### config.mk
export PLATFORM = sky130hd
export DESIGN_NAME = dshi_ctrl
export DESIGN_NICKNAME = d
export VERILOG_FILES = /design/src/rtl/core/dshi_pkg.sv /design/src/rtl/core/dshi_ctrl.sv
export SDC_FILE = /design/constraint.sdc
export NUM_CORES = 1
export LEC_CHECK = 0
export BUFFER_PORTS_ARGS = -buffer_cell sky130_fd_sc_hd__buf_2
export CORE_MARGIN = 2
export CORE_UTILIZATION = 30
export DETAILED_ROUTE_END_ITERATION = 7
export GPL_TIMING_DRIVEN = 0
export PLACE_DENSITY = 0.66
export SLEW_MARGIN = 20
export SYNTH_ARGS = -nofsm -noshare
export SYNTH_HDL_FRONTEND = slang
export SYNTH_SLANG_ARGS = --single-unit
### constraint.sdc
create_clock -name i_clk -period 1.2 [get_ports i_clk]
set_input_delay 0.18 -clock i_clk [delete_from_list [all_inputs] [get_ports i_clk]]
set_output_delay 0.18 -clock i_clk [all_outputs]
set_load 0.02 [all_outputs]
### src/rtl/core/dshi_pkg.sv
// Shared types and constants of the delayed sample history interpolator.
// Used by the controller, the datapath and the top level; depends on nothing.
package dshi_pkg;

    localparam int TIME_W    = 48;
    localparam int FORCE_W   = 32;
    localparam int DELAY_W   = 17;
    localparam int LIMIT_W   = 20;
    localparam int FRAC_W    = 16;
    localparam int NUM_AXES  = 3;
    localparam int DEF_DEPTH = 32;

    localparam logic [DELAY_W-1:0] DELAY_MAX   = 17'd100000;
    localparam logic [LIMIT_W-1:0] GAP_RESET   = 20'd100000;
    localparam logic [LIMIT_W-1:0] STALE_RESET = 20'd100000;

    // Register indexes on the configuration port.
    localparam logic [1:0] REG_DELAY = 2'd0;
    localparam logic [1:0] REG_GAP   = 2'd1;
    localparam logic [1:0] REG_STALE = 2'd2;

    // Result selection commands.
    localparam logic [1:0] RES_KEEP   = 2'd0;
    localparam logic [1:0] RES_INVAL  = 2'd1;
    localparam logic [1:0] RES_NEWEST = 2'd2;
    localparam logic [1:0] RES_OLDER  = 2'd3;

    typedef struct packed {
        logic [DELAY_W-1:0] delay;
        logic [LIMIT_W-1:0] gap;
        logic [LIMIT_W-1:0] stale;
    } t_cfg;

    typedef struct packed {
        logic       latch;
        logic       push;
        logic       rd_newest;
        logic       scan_init;
        logic       rd_scan;
        logic       chk_scan;
        logic       div_init;
        logic       div_step;
        logic       mul;
        logic       add;
        logic [1:0] res_sel;
        logic       load_out;
    } t_cmd;

    typedef struct packed {
        logic empty;
        logic stale;
        logic at_newest;
        logic scan_hit;
        logic scan_end;
        logic has_older;
        logic interp;
        logic div_last;
        logic axis_last;
        logic out_full;
    } t_stat;

endpackage

### src/rtl/core/dshi_ctrl.sv
// Sequencer of the delayed sample history interpolator.
// Depends on dshi_pkg; drives the datapath through t_cmd and reads t_stat.
module dshi_ctrl
    import dshi_pkg::*;
(
    input  logic  i_clk,
    input  logic  i_rst_n,
    input  logic  i_s_valid,
    input  logic  i_kind,
    input  logic  i_m_ready,
    input  t_stat i_stat,
    output logic  o_s_ready,
    output t_cmd  o_cmd
);

    localparam logic [3:0] S_IDLE = 4'd0;
    localparam logic [3:0] S_PUSH = 4'd1;
    localparam logic [3:0] S_QRD  = 4'd2;
    localparam logic [3:0] S_QCHK = 4'd3;
    localparam logic [3:0] S_SRD  = 4'd4;
    localparam logic [3:0] S_SCHK = 4'd5;
    localparam logic [3:0] S_DEC  = 4'd6;
    localparam logic [3:0] S_DIV  = 4'd7;
    localparam logic [3:0] S_MUL  = 4'd8;
    localparam logic [3:0] S_ADD  = 4'd9;
    localparam logic [3:0] S_OUT  = 4'd10;

    logic [3:0] r_state;
    logic [3:0] n_state;

    assign o_s_ready = (r_state == S_IDLE);

    always_comb begin
        n_state = r_state;
        o_cmd   = '0;
        case (r_state)
            S_IDLE: begin
                if (i_s_valid) begin
                    o_cmd.latch = 1'b1;
                    n_state     = i_kind ? S_QRD : S_PUSH;
                end
            end
            S_PUSH: begin
                o_cmd.push = 1'b1;
                n_state    = S_IDLE;
            end
            S_QRD: begin
                if (i_stat.empty) begin
                    o_cmd.res_sel = RES_INVAL;
                    n_state       = S_OUT;
                end else begin
                    o_cmd.rd_newest = 1'b1;
                    n_state         = S_QCHK;
                end
            end
            S_QCHK: begin
                if (i_stat.stale) begin
                    o_cmd.res_sel = RES_INVAL;
                    n_state       = S_OUT;
                end else if (i_stat.at_newest) begin
                    o_cmd.res_sel = RES_NEWEST;
                    n_state       = S_OUT;
                end else begin
                    o_cmd.scan_init = 1'b1;
                    n_state         = S_SRD;
                end
            end
            S_SRD: begin
                o_cmd.rd_scan = 1'b1;
                n_state       = S_SCHK;
            end
            S_SCHK: begin
                o_cmd.chk_scan = 1'b1;
                n_state = (i_stat.scan_hit || i_stat.scan_end) ? S_DEC : S_SRD;
            end
            S_DEC: begin
                if (!i_stat.has_older) begin
                    o_cmd.res_sel = RES_INVAL;
                    n_state       = S_OUT;
                end else if (i_stat.interp) begin
                    o_cmd.div_init = 1'b1;
                    n_state        = S_DIV;
                end else begin
                    o_cmd.res_sel = RES_OLDER;
                    n_state       = S_OUT;
                end
            end
            S_DIV: begin
                o_cmd.div_step = 1'b1;
                if (i_stat.div_last) begin
                    n_state = S_MUL;
                end
            end
            S_MUL: begin
                o_cmd.mul = 1'b1;
                n_state   = S_ADD;
            end
            S_ADD: begin
                o_cmd.add = 1'b1;
                n_state   = i_stat.axis_last ? S_OUT : S_MUL;
            end
            S_OUT: begin
                // Wait until the output register is free or being emptied.
                if (!i_stat.out_full || i_m_ready) begin
                    o_cmd.load_out = 1'b1;
                    n_state        = S_IDLE;
                end
            end
            default: begin
                n_state = S_IDLE;
            end
        endcase
    end

    always_ff @(posedge i_clk) begin
        if (!i_rst_n) begin
            r_state <= S_IDLE;
        end else begin
            r_state <= n_state;
        end
    end

    a_busy_after_accept: assert property (@(posedge i_clk) disable iff (!i_rst_n)
        o_cmd.latch |=> (r_state != S_IDLE))
        else $error("controller stayed idle after taking an item");

    a_state_known: assert property (@(posedge i_clk) disable iff (!i_rst_n)
        r_state <= S_OUT)
        else $error("controller in an unused state");

    a_push_single: assert property (@(posedge i_clk) disable iff (!i_rst_n)
        (r_state == S_PUSH) |=> (r_state == S_IDLE))
        else $error("push took more than one cycle");

endmodule

==> impl_metrics.env, run 1 <==
export IMPL_grt_antenna_before_repair=0
export IMPL_hold_violations=0
export IMPL_switching_share_pct=38.5
export IMPL_criticalPathCategory="flop to output port"
export IMPL_period_needed_ns=1.57
export IMPL_grt_pass1_wl_um=2570
export IMPL_antenna_left=0
export IMPL_p_comb_share_pct=50.5
export IMPL_p_sw_uw=265
export IMPL_synth_yosys_seq_area_share_pct=16.7
export IMPL_power_frac_seq_pct=22.1
export IMPL_yosysWarnings=0
export IMPL_drt_iter0_drc=45
export IMPL_crit_top_cell="buf_6"
export IMPL_failed_checks="negative setup slack"
export IMPL_ys_flop_type="dfxtp_1"
export IMPL_die_w_um=44.0
export IMPL_port_buffers=28
export IMPL_grt_overflow=0
export IMPL_cts_tree="done"
export IMPL_antenna_cells=0
export IMPL_rows=14
export IMPL_htree_levels=1
export IMPL_wl_per_cell_um=16.8
export IMPL_nets=134
export IMPL_total_power_uw=690
export IMPL_synth_area_top_cells="dfxtp_1, nor2_1, buf_2, nor3_1, o21ai_0"
export IMPL_status="finished, violations left"
export IMPL_synth_cell_types=32
export IMPL_synth_nets=84
export IMPL_crit_chain="buf_6 -> buf_6 -> nand3_1 -> o31ai_4 -> buf_6"
export IMPL_power_density_nw_per_um2=653
export IMPL_ys_async_sr_fraction_pct=0
export IMPL_power_frac_clock_pct=27.4
export IMPL_track_usage_pct=17.9
export IMPL_slew_limit_headroom_pct=81.8
export IMPL_grt_max_degree=11
export IMPL_syn2layout_area_growth_pct=120
export IMPL_startpoint_type="flop"
export IMPL_yosysTopAreaCell="dfxtp_1"
export IMPL_cts_buffers=3
export IMPL_largest_register="r_state"
export IMPL_worst_pin_slew_ns=0.271
export IMPL_drc_errors=0
export IMPL_ir_drop_uv=624
export IMPL_worst_slack_ns=-0.367
export IMPL_slew_viol_final=0
export IMPL_drt_first_pass_iters=4
export IMPL_min_path_type="primary input to flop"
export IMPL_netlist_area_um2=479
export IMPL_clkSinkCount=4
export IMPL_path_clk_slew_ns=0.03
export IMPL_rrSetupSlack_ns=-0.25
export IMPL_wirelength_um=2240
export IMPL_die_area_um2=1930
export IMPL_clock_latency_ns=0.26
export IMPL_max_freq_mhz=638
export IMPL_ys_ff_latch=4
export IMPL_drt_vias_per_instance=5.86
export IMPL_clock_skew_final_ns=0.0153
export IMPL_crit_path_max_fanout=7
export IMPL_vias=779
export IMPL_place_congestion=0.803
export IMPL_required_ns=1.02
export IMPL_p_int_uw=425
export IMPL_setup_violations_final=18
export IMPL_grt_pass1_vias=593
export IMPL_initial_core_util_pct=31.8
export IMPL_rsz0062_at_grt="true"
export IMPL_path_buf_inv=3
export IMPL_crit_family="buffers and inverters"
export IMPL_syn_inst=69
export IMPL_hpwl_um=1130
export IMPL_synth_edff_count=0
export IMPL_max_stage_delay_ns=0.38
export IMPL_core_area_um2=1510
export IMPL_top_regs="r_state (4)"
export IMPL_largest_reg_flops=4
export IMPL_max_cap_viol_count=0
export IMPL_layout_drive_gt1_share_pct=70.1
export IMPL_p_leak_uw=0.000472
export IMPL_cp_slowest_cell="dfxtp_4"
export IMPL_cp_arrival_ns=1.39
export IMPL_cts_root_buf="clkbuf_4"
export IMPL_cts_buffer_depth=2
export IMPL_ioPinCount=29
export IMPL_min_period_over_period_pct=131
export IMPL_avgSynthCellArea_um2=6.95
export IMPL_die_y_um=44.0
export IMPL_synth_top_area_share_pct=16.7
export IMPL_endpoint_kind="output port"
export IMPL_setup_tns_ns=-4.61
export IMPL_fill_cells=111
## kinds of logic after synthesis
kind of cell	Yosys count	share of synthesized area (%)
AOI/OAI and AO/OA	17	25.3
buffers and inverters	7	6.53
DFF	4	16.7
and+or+nand+nor	41	51.4
## per-layer routing
metal	vias to the layer above	track usage, %	wire, um
met1	374	23.1	937
met2	39	29.7	1110
met3	7	2.50	149
met5	-	0	0
met4	0	7.27	42
li1	359	-	-
## placed cells by master, fill, tap and decap left out, types with 2 or more instances in the layout
master | netlist | layout
dfxtp_4 | 0 | 3
nand3_1 | 3 | 3
nor2_1 | 8 | 5
nor2_4 | 0 | 3
nand2b_4 | 1 | 3
o21ai_0 | 4 | 4
inv_1 | 3 | 3
nand2_1 | 4 | 3
buf_4 | 0 | 16
nor2b_1 | 3 | 2
nor3_2 | 0 | 3
nand4_1 | 2 | 2
or2_4 | 0 | 2
nor3b_2 | 0 | 2
clkbuf_4 | 0 | 3
buf_6 | 0 | 16
buf_2 | 4 | 16
## cell usage after synthesis, types with 2 or more instances
| master | count |
|---|---|
| nand3_1 | 3 |
| o31ai_1 | 2 |
| o21ai_0 | 4 |
| nand2b_1 | 3 |
| nand4_1 | 2 |
| nand2_1 | 4 |
| buf_2 | 4 |
| nor3_1 | 4 |
| o21ai_1 | 2 |
| inv_1 | 3 |
| or2_1 | 2 |
| and3_1 | 2 |
| nor3b_1 | 2 |
| nor2_1 | 8 |
| dfxtp_1 | 4 |
| nor2b_1 | 3 |
| or3b_1 | 2 |
## through the flow
| stage | setup slack, ns | hold WS, ns | instance area (um2) | util [%] | instances |
|---|---|---|---|---|---|
| after floorplan | -0.0851 | 0.290 | 551 | - | 69 |
| after global placement | -0.169 | 0.446 | 711 | 47.2 | 113 |
| after detailed placement | -0.176 | 0.448 | 711 | 47.2 | 113 |
| after CTS | -0.345 | 0.234 | 870 | 57.7 | 123 |
| after global routing | -0.414 | 0.242 | 1060 | 70.1 | 133 |
| final | -0.367 | 0.222 | 1060 | 70.1 | 133 |
## power groups by stage
stage / sequential, uW / combinational [uW] / clock, uW
4_1_cts: 151 / 284 / 170
2_1_floorplan: 156 / 151 / 0
3_5_place_dp: 159 / 223 / 0
6_report: 153 / 349 / 189
3_3_place_gp: 159 / 224 / 0
5_1_grt: 153 / 368 / 201
## final cells by class
class	instances	area [um2]	area share [%]
Multi-Input combinational cell	58	514	48.7
Timing Repair Buffer	45	347	32.8
Sequential cell	4	92.6	8.77
Buffer	4	48.8	4.62
Clock buffer	3	22.5	2.13
Tap cell	16	20.0	1.90
Inverter	3	11.3	1.07
## what timing repair did
action / in CTS / in global routing
setup buffers: 7 / 9
hold buffers: 0 / 0
hold endpoints to repair: 0 / 0
endpoints found under the setup margin: 18 / 18
pin swaps: 8 / 15
resized for setup: 24 / 31
gates cloned: 0 / 1
## worst paths after layout
kind | startpoint | end | cells past startpoint
min | i_rst_n | r_state[1]$_SDFFE_PN0P_ | 2
max reg2reg | r_state[2]$_SDFFE_PN0P_ | r_state[1]$_SDFFE_PN0P_ | 5
min reg2reg | r_state[0]$_SDFFE_PN0P_ | r_state[2]$_SDFFE_PN0P_ | 3
max | r_state[1]$_SDFFE_PN0P_ | o_cmd[2] | 5
Power figures use the tool's default switching activity.
==> run 2: changes to the inputs <==
CTS_BUF_LIST = sky130_fd_sc_hd__clkbuf_8   (was not set)
==> impl_metrics.env, run 2 (synthesis results as in run 1) <==
export IMPL_drt_iter0_drc=19
export IMPL_fill_cells=102
export IMPL_power_density_nw_per_um2=741
export IMPL_crit_chain="buf_6 -> or2_4 -> o31ai_4 -> buf_6"
export IMPL_ir_drop_uv=963
export IMPL_rows=14
export IMPL_vias=782
export IMPL_worst_pin_slew_ns=0.391
export IMPL_clock_skew_final_ns=0.00746
export IMPL_wl_per_cell_um=17.5
export IMPL_nets=135
export IMPL_cts_buffer_depth=2
export IMPL_r2r_cells=6
export IMPL_place_congestion=0.803
export IMPL_die_w_um=44.0
export IMPL_crit_top_cell="buf_6"
export IMPL_fin_util_pct=72.3
export IMPL_drc_errors=0
export IMPL_rsz0062_at_grt="true"
export IMPL_top_regs="r_state (4)"
export IMPL_antenna_cells=0
export IMPL_max_stage_delay_ns=0.36
export IMPL_core_area_um2=1510
export IMPL_min_period_over_period_pct=130
export IMPL_slew_limit_headroom_pct=73.7
export IMPL_grt_pass1_wl_um=2570
export IMPL_clkSinkCount=4
export IMPL_die_area_um2=1930
export IMPL_track_usage_pct=17.6
export IMPL_grt_max_degree=11
export IMPL_path_clk_slew_ns=0.04
export IMPL_endpoint_kind="output port"
export IMPL_die_y_um=44.0
export IMPL_slew_viol_final=0
export IMPL_wirelength_um=2340
export IMPL_largest_reg_flops=4
export IMPL_rrSetupSlack_ns=-0.34
export IMPL_antenna_left=0
export IMPL_cts_tree="done"
export IMPL_initial_core_util_pct=31.8
export IMPL_p_leak_uw=0.000471
export IMPL_drt_vias_per_instance=5.84
export IMPL_worst_hold_path_endpoint="r_state[1]$_SDFFE_PN0P_"
export IMPL_status="finished, violations left"
export IMPL_setup_violations_final=18
export IMPL_hold_violations=0
export IMPL_grt_antenna_before_repair=0
export IMPL_grt_pass1_vias=589
export IMPL_hold_path_startpoint="i_rst_n"
export IMPL_cts_buffers=3
export IMPL_clock_latency_ns=0.22
export IMPL_cp_arrival_ns=1.38
export IMPL_criticalPathCategory="flop to output port"
export IMPL_failed_checks="negative setup slack"
export IMPL_min_path_type="primary input to flop"
export IMPL_syn2layout_area_growth_pct=127
export IMPL_layout_drive_gt1_share_pct=72.0
export IMPL_htree_levels=1
export IMPL_period_needed_ns=1.56
export IMPL_crit_path_max_fanout=5
export IMPL_largest_register="r_state"
export IMPL_hold_depth=2
export IMPL_required_ns=1.02
export IMPL_worst_slack_ns=-0.355
export IMPL_max_freq_mhz=643
export IMPL_ioPinCount=29
export IMPL_cts_root_buf="clkbuf_8"
export IMPL_grt_overflow=0
export IMPL_timing_rr_end="r_state[3]$_SDFFE_PN0P_"
export IMPL_final_cell_mix="buf_2, buf_4, buf_6"
export IMPL_r2r_start="r_state[1]$_SDFFE_PN0P_"
export IMPL_startpoint_type="flop"
export IMPL_cp_slowest_cell="dfxtp_4"
export IMPL_drt_first_pass_iters=4
export IMPL_final_instance_count_excl_fill=134
export IMPL_cts_hold_buf=0
export IMPL_port_buffers=28
export IMPL_hpwl_um=1130
export IMPL_dp_cells=113
export IMPL_max_cap_viol_count=0
## run 2: per-layer routing
| metal | vias to the layer above | routed length, um | track usage, % |
|---|---|---|---|
| met3 | 4 | 129 | 3.75 |
| met4 | 0 | 19 | 3.64 |
| met5 | - | 0 | 0 |
| li1 | 358 | - | - |
| met2 | 37 | 1180 | 29.4 |
| met1 | 383 | 1010 | 23.1 |
## run 2: timing repair
| action | 4_1_cts | 5_1_grt |
|---|---|---|
| gates resized for setup | 23 | 36 |
| endpoints found under the setup margin | 17 | 18 |
| setup buffers | 5 | 13 |
| gates cloned | 0 | 1 |
| endpoints found under the hold margin | 0 | 0 |
| pin swaps | 11 | 15 |
## run 2: how the worst max path moves through the flow
stage / startpoint / end / slack, ns / cells after the start
2_1_floorplan: r_state[0]$_SDFFE_PN0P_ / o_cmd[10] / -0.09 / 3
3_3_place_gp: r_state[0]$_SDFFE_PN0P_ / o_cmd[2] / -0.17 / 4
3_5_place_dp: r_state[0]$_SDFFE_PN0P_ / o_cmd[2] / -0.18 / 4
4_1_cts: r_state[0]$_SDFFE_PN0P_ / o_cmd[2] / -0.32 / 5
5_1_grt: r_state[1]$_SDFFE_PN0P_ / o_cmd[2] / -0.38 / 5
6_report: r_state[0]$_SDFFE_PN0P_ / o_cmd[2] / -0.36 / 4
## run 2: stage by stage
step / area (um2) / setup TNS [ns] / setup slack, ns / hold WS [ns] / total power, uW
after global routing: 1090 / -4.99 / -0.383 / 0.282 / 843
after global placement: 711 / -1.23 / -0.169 / 0.446 / 382
final: 1090 / -4.32 / -0.355 / 0.266 / 806
after CTS: 873 / -3.91 / -0.319 / 0.261 / 706
after floorplan: 551 / -0.518 / -0.0851 / 0.290 / 308
after detailed placement: 711 / -1.20 / -0.176 / 0.448 / 382
## run 2: power breakdown
group / internal, uW / switching (uW)
clock: 214 / 68.4
sequential: 140 / 16.5
combinational: 184 / 184
total: 537 / 269
## run 2: final cells by class
cell class	instances	area (um2)	area share, %
clock buffers	3	41.3	3.79
flip-flops and latches	4	95.1	8.74
multi-input cells	58	517	47.5
repair buffers	46	352	32.3
plain buffers	4	52.6	4.83
inverters	3	11.3	1.03
well taps	16	20.0	1.84
## run 2: critical path: cells and delay by family (launching register included)
kind | cells | cell delay [ns]
AND/OR/NAND/NOR | 1 | 0.26
buffers and inverters | 2 | 0.28
flip-flops | 1 | 0.36
AO/OA/AOI/OAI | 1 | 0.25
